--- src/sv/br2_pkg.sv ---
package br2_pkg;

    localparam int WORD_BITS_DEF = 32;
    localparam int FRAC_BITS_DEF = 16;
    localparam int IO_BITS       = 32;
    localparam int WIDTH_BITS    = 31;
    localparam int QUEUE_DEPTH   = 2;

    localparam logic [IO_BITS-1:0] ETA_RESET   = 32'h0002_0000;
    localparam logic [IO_BITS-1:0] SCALE_RESET = 32'h0001_0000;

    localparam logic CFG_ETA   = 1'b0;
    localparam logic CFG_SCALE = 1'b1;

    // tdata bit positions of the input transaction
    localparam int IN_DATA_BITS  = 160;
    localparam int IN_MEAN_LSB   = 0;
    localparam int IN_SLOPE_LSB  = 32;
    localparam int IN_WIDTH_LSB  = 64;
    localparam int IN_RM_LSB     = 95;
    localparam int IN_RS_LSB     = 127;
    localparam int OUT_DATA_BITS = 192;

    // one job handed from front to back: the window and the incoming cell
    typedef struct packed {
        logic [IO_BITS-1:0]    prev_mean;
        logic [IO_BITS-1:0]    prev_slope;
        logic [IO_BITS-1:0]    cen_mean;
        logic [IO_BITS-1:0]    cen_slope;
        logic [WIDTH_BITS-1:0] cen_width;
        logic [IO_BITS-1:0]    cen_rm;
        logic [IO_BITS-1:0]    cen_rs;
        logic [IO_BITS-1:0]    nxt_mean;
        logic [IO_BITS-1:0]    nxt_slope;
        logic                  last;
    } job_t;

endpackage

--- src/sv/br2_queue.sv ---
module br2_queue (
    input  logic          clk,
    input  logic          rst_n,
    input  logic          wr_valid,
    output logic          wr_ready,
    input  br2_pkg::job_t wr_job,
    output logic          rd_valid,
    input  logic          rd_ready,
    output br2_pkg::job_t rd_job
);

    localparam int PW = $clog2(br2_pkg::QUEUE_DEPTH);

    br2_pkg::job_t mem_reg [br2_pkg::QUEUE_DEPTH];
    logic [PW-1:0] wp_reg, rp_reg;
    logic [PW:0]   cnt_reg;
    logic          push, pop;

    assign wr_ready = cnt_reg != (PW+1)'(br2_pkg::QUEUE_DEPTH);
    assign rd_valid = cnt_reg != '0;
    assign push = wr_valid && wr_ready;
    assign pop  = rd_valid && rd_ready;
    assign rd_job = mem_reg[rp_reg];

    always_ff @(posedge clk)
    begin
        if (push)
            mem_reg[wp_reg] <= wr_job;
    end

    always_ff @(posedge clk or negedge rst_n)
    begin
        if (!rst_n)
        begin
            wp_reg <= '0; rp_reg <= '0; cnt_reg <= '0;
        end
        else
        begin
            if (push) wp_reg <= wp_reg + PW'(1);
            if (pop)  rp_reg <= rp_reg + PW'(1);
            cnt_reg <= cnt_reg + (PW+1)'(push) - (PW+1)'(pop);
        end
    end

    assert property (@(posedge clk) disable iff (!rst_n)
        cnt_reg <= (PW+1)'(br2_pkg::QUEUE_DEPTH))
        else $error("queue overflow");

endmodule

--- config.mk ---
export PLATFORM = sky130hd
export DESIGN_NAME = br2_queue
export DESIGN_NICKNAME = d
export VERILOG_FILES = /design/src/sv/br2_pkg.sv /design/src/sv/br2_queue.sv
export SDC_FILE = /design/constraint.sdc
export NUM_CORES = 1
export LEC_CHECK = 0
export BUFFER_PORTS_ARGS = -buffer_cell sky130_fd_sc_hd__buf_2
export CORE_AREA = 2 2 224 226
export CTS_CLUSTER_SIZE = 30
export DETAILED_ROUTE_END_ITERATION = 8
export DIE_AREA = 0 0 226 228
export PLACE_DENSITY = 0.69
export SYNTH_ARGS = -nofsm -noshare
export SYNTH_HDL_FRONTEND = slang
export SYNTH_SLANG_ARGS = --single-unit
--- constraint.sdc ---
create_clock -name clk -period 25.4 [get_ports clk]
set_input_delay 0 -clock clk [delete_from_list [all_inputs] [get_ports clk]]
set_output_delay 0 -clock clk [all_outputs]
set_load 0.01 [all_outputs]
==> flow_metrics.env <==
export IMPL_drt_pass1_iter_count=5
export IMPL_insertion_delay_ns=0.60
export IMPL_grt_use_total_pct=19.2
export IMPL_peakVddDrop_v=0.0000773
export IMPL_grt_max_degree=186
export IMPL_fp_row_count=82
export IMPL_synth_nets=1211
export IMPL_holdWs_ns=0.112
export IMPL_cp_cell_sequence="buf_4, buf_4, mux2_4, buf_2"
export IMPL_async_flop_share_pct=0.690
export IMPL_worstSetupStartpointType="flip-flop"
export IMPL_finalCoreUtilization_pct=60.9
export IMPL_drtAntennaViolNets=0
export IMPL_ys_ff_latch=580
export IMPL_h_tree_depth=2
export IMPL_critPathCaptureType="output port"
export IMPL_setup_viol=0
export IMPL_drtIter0Drc=730
export IMPL_largest_register_ffs=576
export IMPL_yosysMostFrequentCell="edfxtp_1"
export IMPL_critPathMaxFanout=54
export IMPL_io_pins=582
export IMPL_route_met3_wl_mm=4.21
export IMPL_p_leak_nw=11.9
export IMPL_route_detailed_drc=0
export IMPL_hold_class="input pin to flip-flop"
export IMPL_cts_sinks=580
export IMPL_die_y_um=228
export IMPL_max_freq_ghz=0.263
export IMPL_cts_tree="done"
export IMPL_synth_edf_count=576
export IMPL_ys_warn_count=0
export IMPL_power_density_mw_per_mm2=107
export IMPL_path_delay_family="buffers and inverters"
export IMPL_ys_seq_area_share_pct=79.7
export IMPL_cp_slowest_cell="dfrtp_4"
export IMPL_fillers=3470
export IMPL_hold_viol=0
export IMPL_drt_met1_wl_mm=19.4
export IMPL_wl_met2_mm=26.1
export IMPL_grt_pass1_wl_mm=74.5
export IMPL_maxCapViolations=0
export IMPL_synthCells=918
export IMPL_clk_pin_slew_ns=0.06
export IMPL_slowest_delay_ns=0.94
export IMPL_coreArea_mm2=0.0493
export IMPL_yosys_area_top_type="edfxtp_1"
export IMPL_grt_setup_unrepaired="false"
export IMPL_final_min_clock_period_ns=3.80
export IMPL_area_growth_pct=37.7
export IMPL_clock_root_buffer="clkbuf_16"
export IMPL_gp_congestion=0.829
export IMPL_numPortBuffers=581
export IMPL_totalWireLength_mm=51.3
export IMPL_grt_pass1_vias=12900
export IMPL_synth_area_leaders="edfxtp_1 79%, mux2_4 14%, mux2_2 4.5%, buf_6 1.3%, dfrtp_1 0.46%"
export IMPL_fin_tns_setup_ns=0
export IMPL_die_w_um=226
export IMPL_routed_via_count=12100
export IMPL_synth_area_per_cell_um2=23.8
export IMPL_antenna_found_initial=4
export IMPL_run_status="finished with violations"
export IMPL_wl_per_cell_um=20.1
export IMPL_dp_hpwl_mm=32.0
export IMPL_drive_gt1_share_pct=51.2
export IMPL_tightestPinTransition_ns=1.52
export IMPL_postCtsSetupRepairBufs=0
export IMPL_overflow=0
export IMPL_path_buf_inv=3
export IMPL_cts_buffer_depth=3
export IMPL_yosys_top_cells_count="576 x edfxtp_1, 200 x mux2_4, 88 x mux2_2"
export IMPL_syn_area_mm2=0.0218
export IMPL_synth_cell_types=19
export IMPL_violations="slew limit"
export IMPL_synth_top_cell_area_share_pct=79.2
export IMPL_clock_skew_ns=0.0228
export IMPL_die_area_mm2=0.0515
export IMPL_critPathKind="flip-flop to output port"
export IMPL_post_route_period_util_pct=15.0
export IMPL_start_util_pct=44.2
export IMPL_top_layer="met4"
export IMPL_vias_per_cell=4.76
export IMPL_critPathArrivalTime_ns=3.80
export IMPL_required_ns=25.40
export IMPL_cpMostUsedCell="buf_4"
export IMPL_nets=2121
export IMPL_maxSlewHeadroom_pct=-1.19
export IMPL_cts_made_buffers=58
export IMPL_synth_main_ff_cell="edfxtp_1"
export IMPL_maxSlewViolCount=32
[cells in the final DEF, fill, tap and decap left out]
cell type      instances
buf_2                581
edfxtp_1             576
dlygate4sd3_1        292
mux2_4               200
mux2_2                88
clkbuf_16             59
clkinv_1              17
clkbuf_1              13
clkinv_2               9
buf_4                  7
diode_2                4
xnor2_1                3
bufinv_16              3
dfrtp_1                3
nor2_1                 2
nand2_1                2
clkinv_4               2
clkinvlp_4             2
buf_12                 2
or2_2                  1
nand2b_1               1
a21bo_2                1
a32oi_1                1
nor2b_1                1
a211oi_1               1
nand3_1                1
o21ai_0                1
nor2_4                 1
and3_4                 1
ha_1                   1
inv_6                  1
dfrtp_4                1
[metal layers]
metal | vias to the layer above | global-route usage, %
li1 | 5509 | -
met1 | 5996 | 22.6
met2 | 524 | 33.2
met3 | 100 | 5.90
met4 | 0 | 6.75
met5 | - | 0
[layout make-up]
class,count,area [um^2],area share [%]
repair buffers,882,5920,19.7
flip-flops and latches,580,17400,57.9
clock inverters,34,240,0.799
multi-input cells,306,4130,13.7
diodes,4,10.0,0.0333
well taps,672,841,2.80
clock buffers,72,1530,5.07
[repair_timing]
action                                 4_1_cts  5_1_grt
setup endpoints to repair                    0        0
hold buffers                               292        0
gates resized for setup                      0        0
endpoints found under the hold margin      584        0
[kinds of logic after synthesis]
kind of cell	synth area share, %
muxes	18.3
AOI/OAI and AO/OA	0.143
adders and majority gates	0.0573
and+or+nand+nor	0.224
DFF	79.7
xor gates and xnor gates	0.120
buffers and inverters	1.45
[stage by stage]
step	power, mW	setup WS (ns)	instance area (um^2)	std cells
2_1_floorplan	2.15	11.82	21800	918
3_3_place_gp	2.40	22.30	25400	2148
3_5_place_dp	2.41	22.24	25400	2148
4_1_cts	3.25	21.55	30100	2546
5_1_grt	3.36	21.42	30100	2550
6_report	3.23	21.60	30100	2550
[worst paths after layout]
check	startpoint	end	slack (ns)	cells past startpoint
min	wr_job[286]	mem_reg[0][286]	0.11	2
min reg2reg	wp_reg	wp_reg	0.56	1
max	rp_reg	rd_job[217]	21.60	4
min in group asynchronous	rst_n	rp_reg	0.31	3
max reg2reg	cnt_reg[0]	mem_reg[0][240]	22.36	5
max in group asynchronous	rst_n	rp_reg	24.89	3
[power breakdown]
part / internal, mW / switching, mW
sequential: 1.31 / 0.0730
combinational: 0.511 / 0.535
clock: 0.454 / 0.345
total: 2.28 / 0.952
(Power assumes the default switching activity.)
