File: src/sv/br2_pkg.sv
package br2_pkg;

    localparam int WORD_BITS_DEF = 32;
    localparam int FRAC_BITS_DEF = 16;
    localparam int IO_BITS       = 32;
    localparam int WIDTH_BITS    = 31;
    localparam int QUEUE_DEPTH   = 2;

    localparam logic [IO_BITS-1:0] ETA_RESET   = 32'h0002_0000;
    localparam logic [IO_BITS-1:0] SCALE_RESET = 32'h0001_0000;

    localparam logic CFG_ETA   = 1'b0;
    localparam logic CFG_SCALE = 1'b1;

    // tdata bit positions of the input transaction
    localparam int IN_DATA_BITS  = 160;
    localparam int IN_MEAN_LSB   = 0;
    localparam int IN_SLOPE_LSB  = 32;
    localparam int IN_WIDTH_LSB  = 64;
    localparam int IN_RM_LSB     = 95;
    localparam int IN_RS_LSB     = 127;
    localparam int OUT_DATA_BITS = 192;

    // one job handed from front to back: the window and the incoming cell
    typedef struct packed {
        logic [IO_BITS-1:0]    prev_mean;
        logic [IO_BITS-1:0]    prev_slope;
        logic [IO_BITS-1:0]    cen_mean;
        logic [IO_BITS-1:0]    cen_slope;
        logic [WIDTH_BITS-1:0] cen_width;
        logic [IO_BITS-1:0]    cen_rm;
        logic [IO_BITS-1:0]    cen_rs;
        logic [IO_BITS-1:0]    nxt_mean;
        logic [IO_BITS-1:0]    nxt_slope;
        logic                  last;
    } job_t;

endpackage

File: src/sv/br2_front.sv
module br2_front (
    input  logic                                 clk,
    input  logic                                 rst_n,
    input  logic                                 s_axis_tvalid,
    output logic                                 s_axis_tready,
    input  logic [br2_pkg::IN_DATA_BITS-1:0]     s_axis_tdata,
    input  logic [1:0]                           s_axis_tuser,
    output logic                                 job_valid,
    input  logic                                 job_ready,
    output br2_pkg::job_t                        job
);

    logic [1:0]                        fill_reg;
    logic [br2_pkg::IO_BITS-1:0]       pm_reg, ps_reg, cm_reg, cs_reg, crm_reg, crs_reg;
    logic [br2_pkg::WIDTH_BITS-1:0]    cw_reg;
    logic [1:0]                        fill_eff;
    logic                              accept;
    logic                              row_start, row_end;

    assign row_start = s_axis_tuser[0];
    assign row_end   = s_axis_tuser[1];
    assign fill_eff  = row_start ? 2'd0 : fill_reg;
    // a result job needs queue room; a shift-only cell does not
    assign s_axis_tready = (fill_eff != 2'd2) || job_ready;
    assign accept    = s_axis_tvalid && s_axis_tready;
    assign job_valid = s_axis_tvalid && (fill_eff == 2'd2);

    always_comb
    begin
        job.prev_mean  = pm_reg;
        job.prev_slope = ps_reg;
        job.cen_mean   = cm_reg;
        job.cen_slope  = cs_reg;
        job.cen_width  = cw_reg;
        job.cen_rm     = crm_reg;
        job.cen_rs     = crs_reg;
        job.nxt_mean   = s_axis_tdata[br2_pkg::IN_MEAN_LSB +: br2_pkg::IO_BITS];
        job.nxt_slope  = s_axis_tdata[br2_pkg::IN_SLOPE_LSB +: br2_pkg::IO_BITS];
        job.last       = row_end;
    end

    always_ff @(posedge clk or negedge rst_n)
    begin
        if (!rst_n)
        begin
            fill_reg <= 2'd0;
            pm_reg <= '0; ps_reg <= '0; cm_reg <= '0; cs_reg <= '0;
            cw_reg <= '0; crm_reg <= '0; crs_reg <= '0;
        end
        else if (accept)
        begin
            pm_reg  <= cm_reg;
            ps_reg  <= cs_reg;
            cm_reg  <= s_axis_tdata[br2_pkg::IN_MEAN_LSB +: br2_pkg::IO_BITS];
            cs_reg  <= s_axis_tdata[br2_pkg::IN_SLOPE_LSB +: br2_pkg::IO_BITS];
            cw_reg  <= s_axis_tdata[br2_pkg::IN_WIDTH_LSB +: br2_pkg::WIDTH_BITS];
            crm_reg <= s_axis_tdata[br2_pkg::IN_RM_LSB +: br2_pkg::IO_BITS];
            crs_reg <= s_axis_tdata[br2_pkg::IN_RS_LSB +: br2_pkg::IO_BITS];
            if (row_end)
                fill_reg <= 2'd0;
            else if (fill_eff != 2'd2)
                fill_reg <= fill_eff + 2'd1;
            else
                fill_reg <= 2'd2;
        end
    end

    assert property (@(posedge clk) disable iff (!rst_n) fill_reg != 2'd3)
        else $error("window fill out of range");
    assert property (@(posedge clk) disable iff (!rst_n)
        accept && s_axis_tuser[1] |=> fill_reg == 2'd0)
        else $error("row end did not clear window");
    assert property (@(posedge clk) disable iff (!rst_n)
        job_valid |-> s_axis_tvalid)
        else $error("job without input");

endmodule

File: config.mk
export PLATFORM = sky130hd
export DESIGN_NAME = br2_front
export DESIGN_NICKNAME = d
export VERILOG_FILES = /design/src/sv/br2_pkg.sv /design/src/sv/br2_front.sv
export SDC_FILE = /design/constraint.sdc
export NUM_CORES = 1
export LEC_CHECK = 0
export BUFFER_PORTS_ARGS = -buffer_cell sky130_fd_sc_hd__buf_4
export CORE_AREA = 8 8 173 175
export CTS_BUF_LIST = sky130_fd_sc_hd__clkbuf_8
export DETAILED_ROUTE_END_ITERATION = 7
export DIE_AREA = 0 0 181 183
export PLACE_DENSITY_LB_ADDON = 0.1
export SLEW_MARGIN = 5
export SYNTH_ARGS = -nofsm -noshare
export SYNTH_HDL_FRONTEND = slang
export SYNTH_SLANG_ARGS = --single-unit
File: constraint.sdc
create_clock -name clk -period 3.75 [get_ports clk]
set_clock_uncertainty 0.1 [all_clocks]
set_input_delay 0.1875 -clock clk [delete_from_list [all_inputs] [get_ports clk]]
set_output_delay 0.1875 -clock clk [all_outputs]
set_load 0.02 [all_outputs]
==> implementation parameters <==
Parameter                              Value

Die
  Die H ... 183 um
  FP Rows ... 61
  Initial standard-cell utilization of the core ... 0.328
  Die Wd ... 181 um
  Placeable core area ... 27300 um^2
  Top-level port count ... 456
  Total Die Area ... 33100 um^2

Clocking
  Clock sink count ... 225
  Count of buffers added by post-CTS timing repair for setup ... 0
  CTS hold repair buffers ... 161
  Total clock buffers created by CTS ... 41
  CTS H-tree depth ... 2
  Reg clk slew, reported paths ... 0.06 ns
  Clock root cell ... sky130_fd_sc_hd__clkbuf_8
  Cts repair resizes ... 0
  Buffers from clock root to sink, at most ... 3
  Clock latency of the later-clocked register in the worst-skew pair ... 0.52 ns
  CTS tree ... built

Pwr
  Overall Power ... 7.20 mW
  Leakage dissipation ... 6.99 nW
  Share of total power consumed by net switching ... 0.294
  Combinational Power Share ... 0.256
  Clock share of power ... 0.336
  Flop pwr share ... 0.408
  Internal Power ... 5.08 mW
  Maximum ir drop on the vdd rail ... 0.264 mV
  Power Dens Cells ... 490 nW/um^2
  Switching power of the nets ... 2.12 mW

STA
  Final hold slack ... 0.167 ns
  Slew Limit Fails ... 0
  Final period demand of the worst path ... 2.36 ns
  Maximum frequency from static timing analysis ... 425 MHz
  Period utilization ... 0.628
  Final setup TNS ... 0 ns
  Pin slew with the least headroom to its limit ... 0.708 ns
  Worst slew margin relative to its limit ... 0.528
  Final setup violating endpoints ... 0
  Final count of hold timing violations ... 0
  Unrepaired setup endpoints after global routing ... false

Synth
  Leading area contributor after synthesis ... sky130_fd_sc_hd__dfrtp_1
  Post-Synthesis Cells ... 549
  Post-synth ARST share ... 1.00
  Post-synthesis instance area ... 8960 um^2
  Most instantiated flip-flop cell in the synthesis netlist ... sky130_fd_sc_hd__dfrtp_1
  Synth cell count leaders ... sky130_fd_sc_hd__dfrtp_1 (225), sky130_fd_sc_hd__mux2_1 (150), sky130_fd_sc_hd__mux2_2 (75)
  Sequential cell area fraction in the yosys report ... 0.628
  Number of distinct library cells after synthesis ... 13
  Number of enable flip-flop cells after synthesis ... 0
  Number of storage elements in the synthesis netlist ... 225
  Synthesized area per cell ... 16.3 um^2
  Dominant cell by count in the synthesized netlist ... sky130_fd_sc_hd__dfrtp_1
  Fraction of synthesized cell area taken by the top area cell type ... 0.628
  Synth top area cells ... sky130_fd_sc_hd__dfrtp_1 (63%), sky130_fd_sc_hd__mux2_1 (19%), sky130_fd_sc_hd__mux2_2 (9.4%)
  Total of warnings raised by yosys ... 0
  Syn nets ... 717

GRT
  Via count of the first global-routing pass ... 7555
  Initial antenna violation count ... 0
  Final global-route overflow total ... 0
  Largest net degree at the start of global routing ... 89
  Wire length of the first global-routing pass ... 43500 um
  Total GRT Usage ... 0.165

Worst setup path
  Critical Path Stages ... 6
  Critical Path Max Stage Delay ... 0.49 ns
  Reg2reg setup slack ... 1.39 ns
  Data required time of the worst path ... 4.04 ns
  Crit Path Max Fanout ... 80
  RR Startpoint ... fill_reg[0]
  Max stage delay cell, worst path ... sky130_fd_sc_hd__nand2_8
  Capture point of the critical path ... pm_reg[17]
  Timing startpoint of the critical path ... fill_reg[0]
  Buf/Inv on CP ... 1
  Depth of the most critical reg-to-reg path ... 6
  Arrival time worst endpoint ... 2.64 ns
  Critical Path Source Type ... flop
  List of cells traversed by the critical path ... nand2b_1 -> ha_1 -> nand2b_4 -> nand2_8 -> buf_12 -> mux2_2
  Critical setup path kind ... flop to flop
  Kind of cell with the highest combined delay on the critical path ... simple AND/OR/NAND/NOR gates
  Critical Path End Type ... flop
  Worst flop-to-flop path endpoint ... pm_reg[17]

Flow run
  Max-cap violation count ... 0

Placement
  Final HPWL DP ... 20000 um
  Count of buffers inserted at the top-level ports ... 454
  Final RePlAce weighted congestion ... 0.740

Cells and area
  Number of diodes added for antenna fixing ... 0
  Number of inserted filler cells in the final layout ... 2320
  Final standard cell utilization of the core ... 0.538
  Layout cells sized above 1 ... 0.516
  Final #Nets ... 1294
  Synthesis-to-layout area growth ... 64.0%

Hold path
  Hold/Removal Path Class ... input pin to flop

Route
  Via total after detailed routing ... 6508
  Drt via density ... 4.33
  Initial DRT Pass Iterations ... 3
  Number of nets still failing antenna checks after routing ... 0
  Iteration-0 DRC Markers ... 167
  Drt wl/cell ... 18.6 um
  Total wire length ... 28000 um
  Remaining routing DRC violations ... 0

Run status
  Run status ... complete, no violations
-- power by group through the flow --
stage,logic (mW),registers [mW],clock network (mW)
after floorplan,0.455,3.37,0
final,1.85,2.94,2.42
after global routing,1.96,2.99,2.63
after detailed placement,1.74,2.98,0
after global placement,1.74,2.97,0
after CTS,1.88,2.94,2.53
-- worst min path at each step --
stage | start | endpoint | cells after the start
floorplan | rst_n | cm_reg[0] | 0
global placement | rst_n | ps_reg[19] | 1
detailed placement | rst_n | cs_reg[27] | 1
CTS | s_axis_tuser[0] | fill_reg[1] | 5
global route | s_axis_tuser[0] | fill_reg[1] | 5
finish | s_axis_tuser[0] | fill_reg[1] | 5
-- worst reg2reg max path: stages, from the launching register on --
cell                       delay [ns]
sky130_fd_sc_hd__dfrtp_1         0.38
sky130_fd_sc_hd__nand2b_1        0.11
sky130_fd_sc_hd__ha_1            0.25
sky130_fd_sc_hd__nand2b_4        0.10
sky130_fd_sc_hd__nand2_8         0.49
sky130_fd_sc_hd__buf_12          0.38
sky130_fd_sc_hd__mux2_2          0.43
-- stage by stage --
step | instance area, um^2 | setup slack, ns | std cells
after floorplan | 8960 | 2.06 | 549
after global placement | 12200 | 1.40 | 1268
after detailed placement | 12200 | 1.38 | 1268
after CTS | 14700 | 1.38 | 1504
after global routing | 14700 | 1.25 | 1504
final | 14700 | 1.39 | 1504
-- logic make-up after synthesis --
kind of cell,after synthesis,synth area share
and+or+nand+nor,7,0.00628
muxes,225,0.283
DFF,225,0.628
buffers and inverters,90,0.0801
adders and majority gates,2,0.00279
-- final cells by class --
cell class	count	area (um^2)	area share
Timing Repair Buffer	623	5120	0.349
Tap cell	346	433	0.0295
Sequential cell	225	5630	0.383
Inverter	1	3.75	0.000255
Clock inverter	21	140	0.00953
Multi-Input combinational cell	234	2620	0.178
Clock buffer	54	743	0.0506
-- layout by cell type, fill, tap and decap left out, drive strengths merged --
master       count
ha               2
clkbuf          54
clkinvlp         2
nand2            1
dlygate4sd3    161
bufinv           2
clkinv           1
inv             17
and2             1
buf            462
dfrtp          225
nand2b           3
nor2b            2
mux2           225
-- metal layers --
layer,part of all wire,GRT usage,vias to the layer above
met4,0.028,0.0587,0
met3,0.10,0.0712,53
met5,0,0,-
met2,0.51,0.291,298
met1,0.37,0.175,3156
li1,-,-,3001
(Power assumes the default switching activity.)
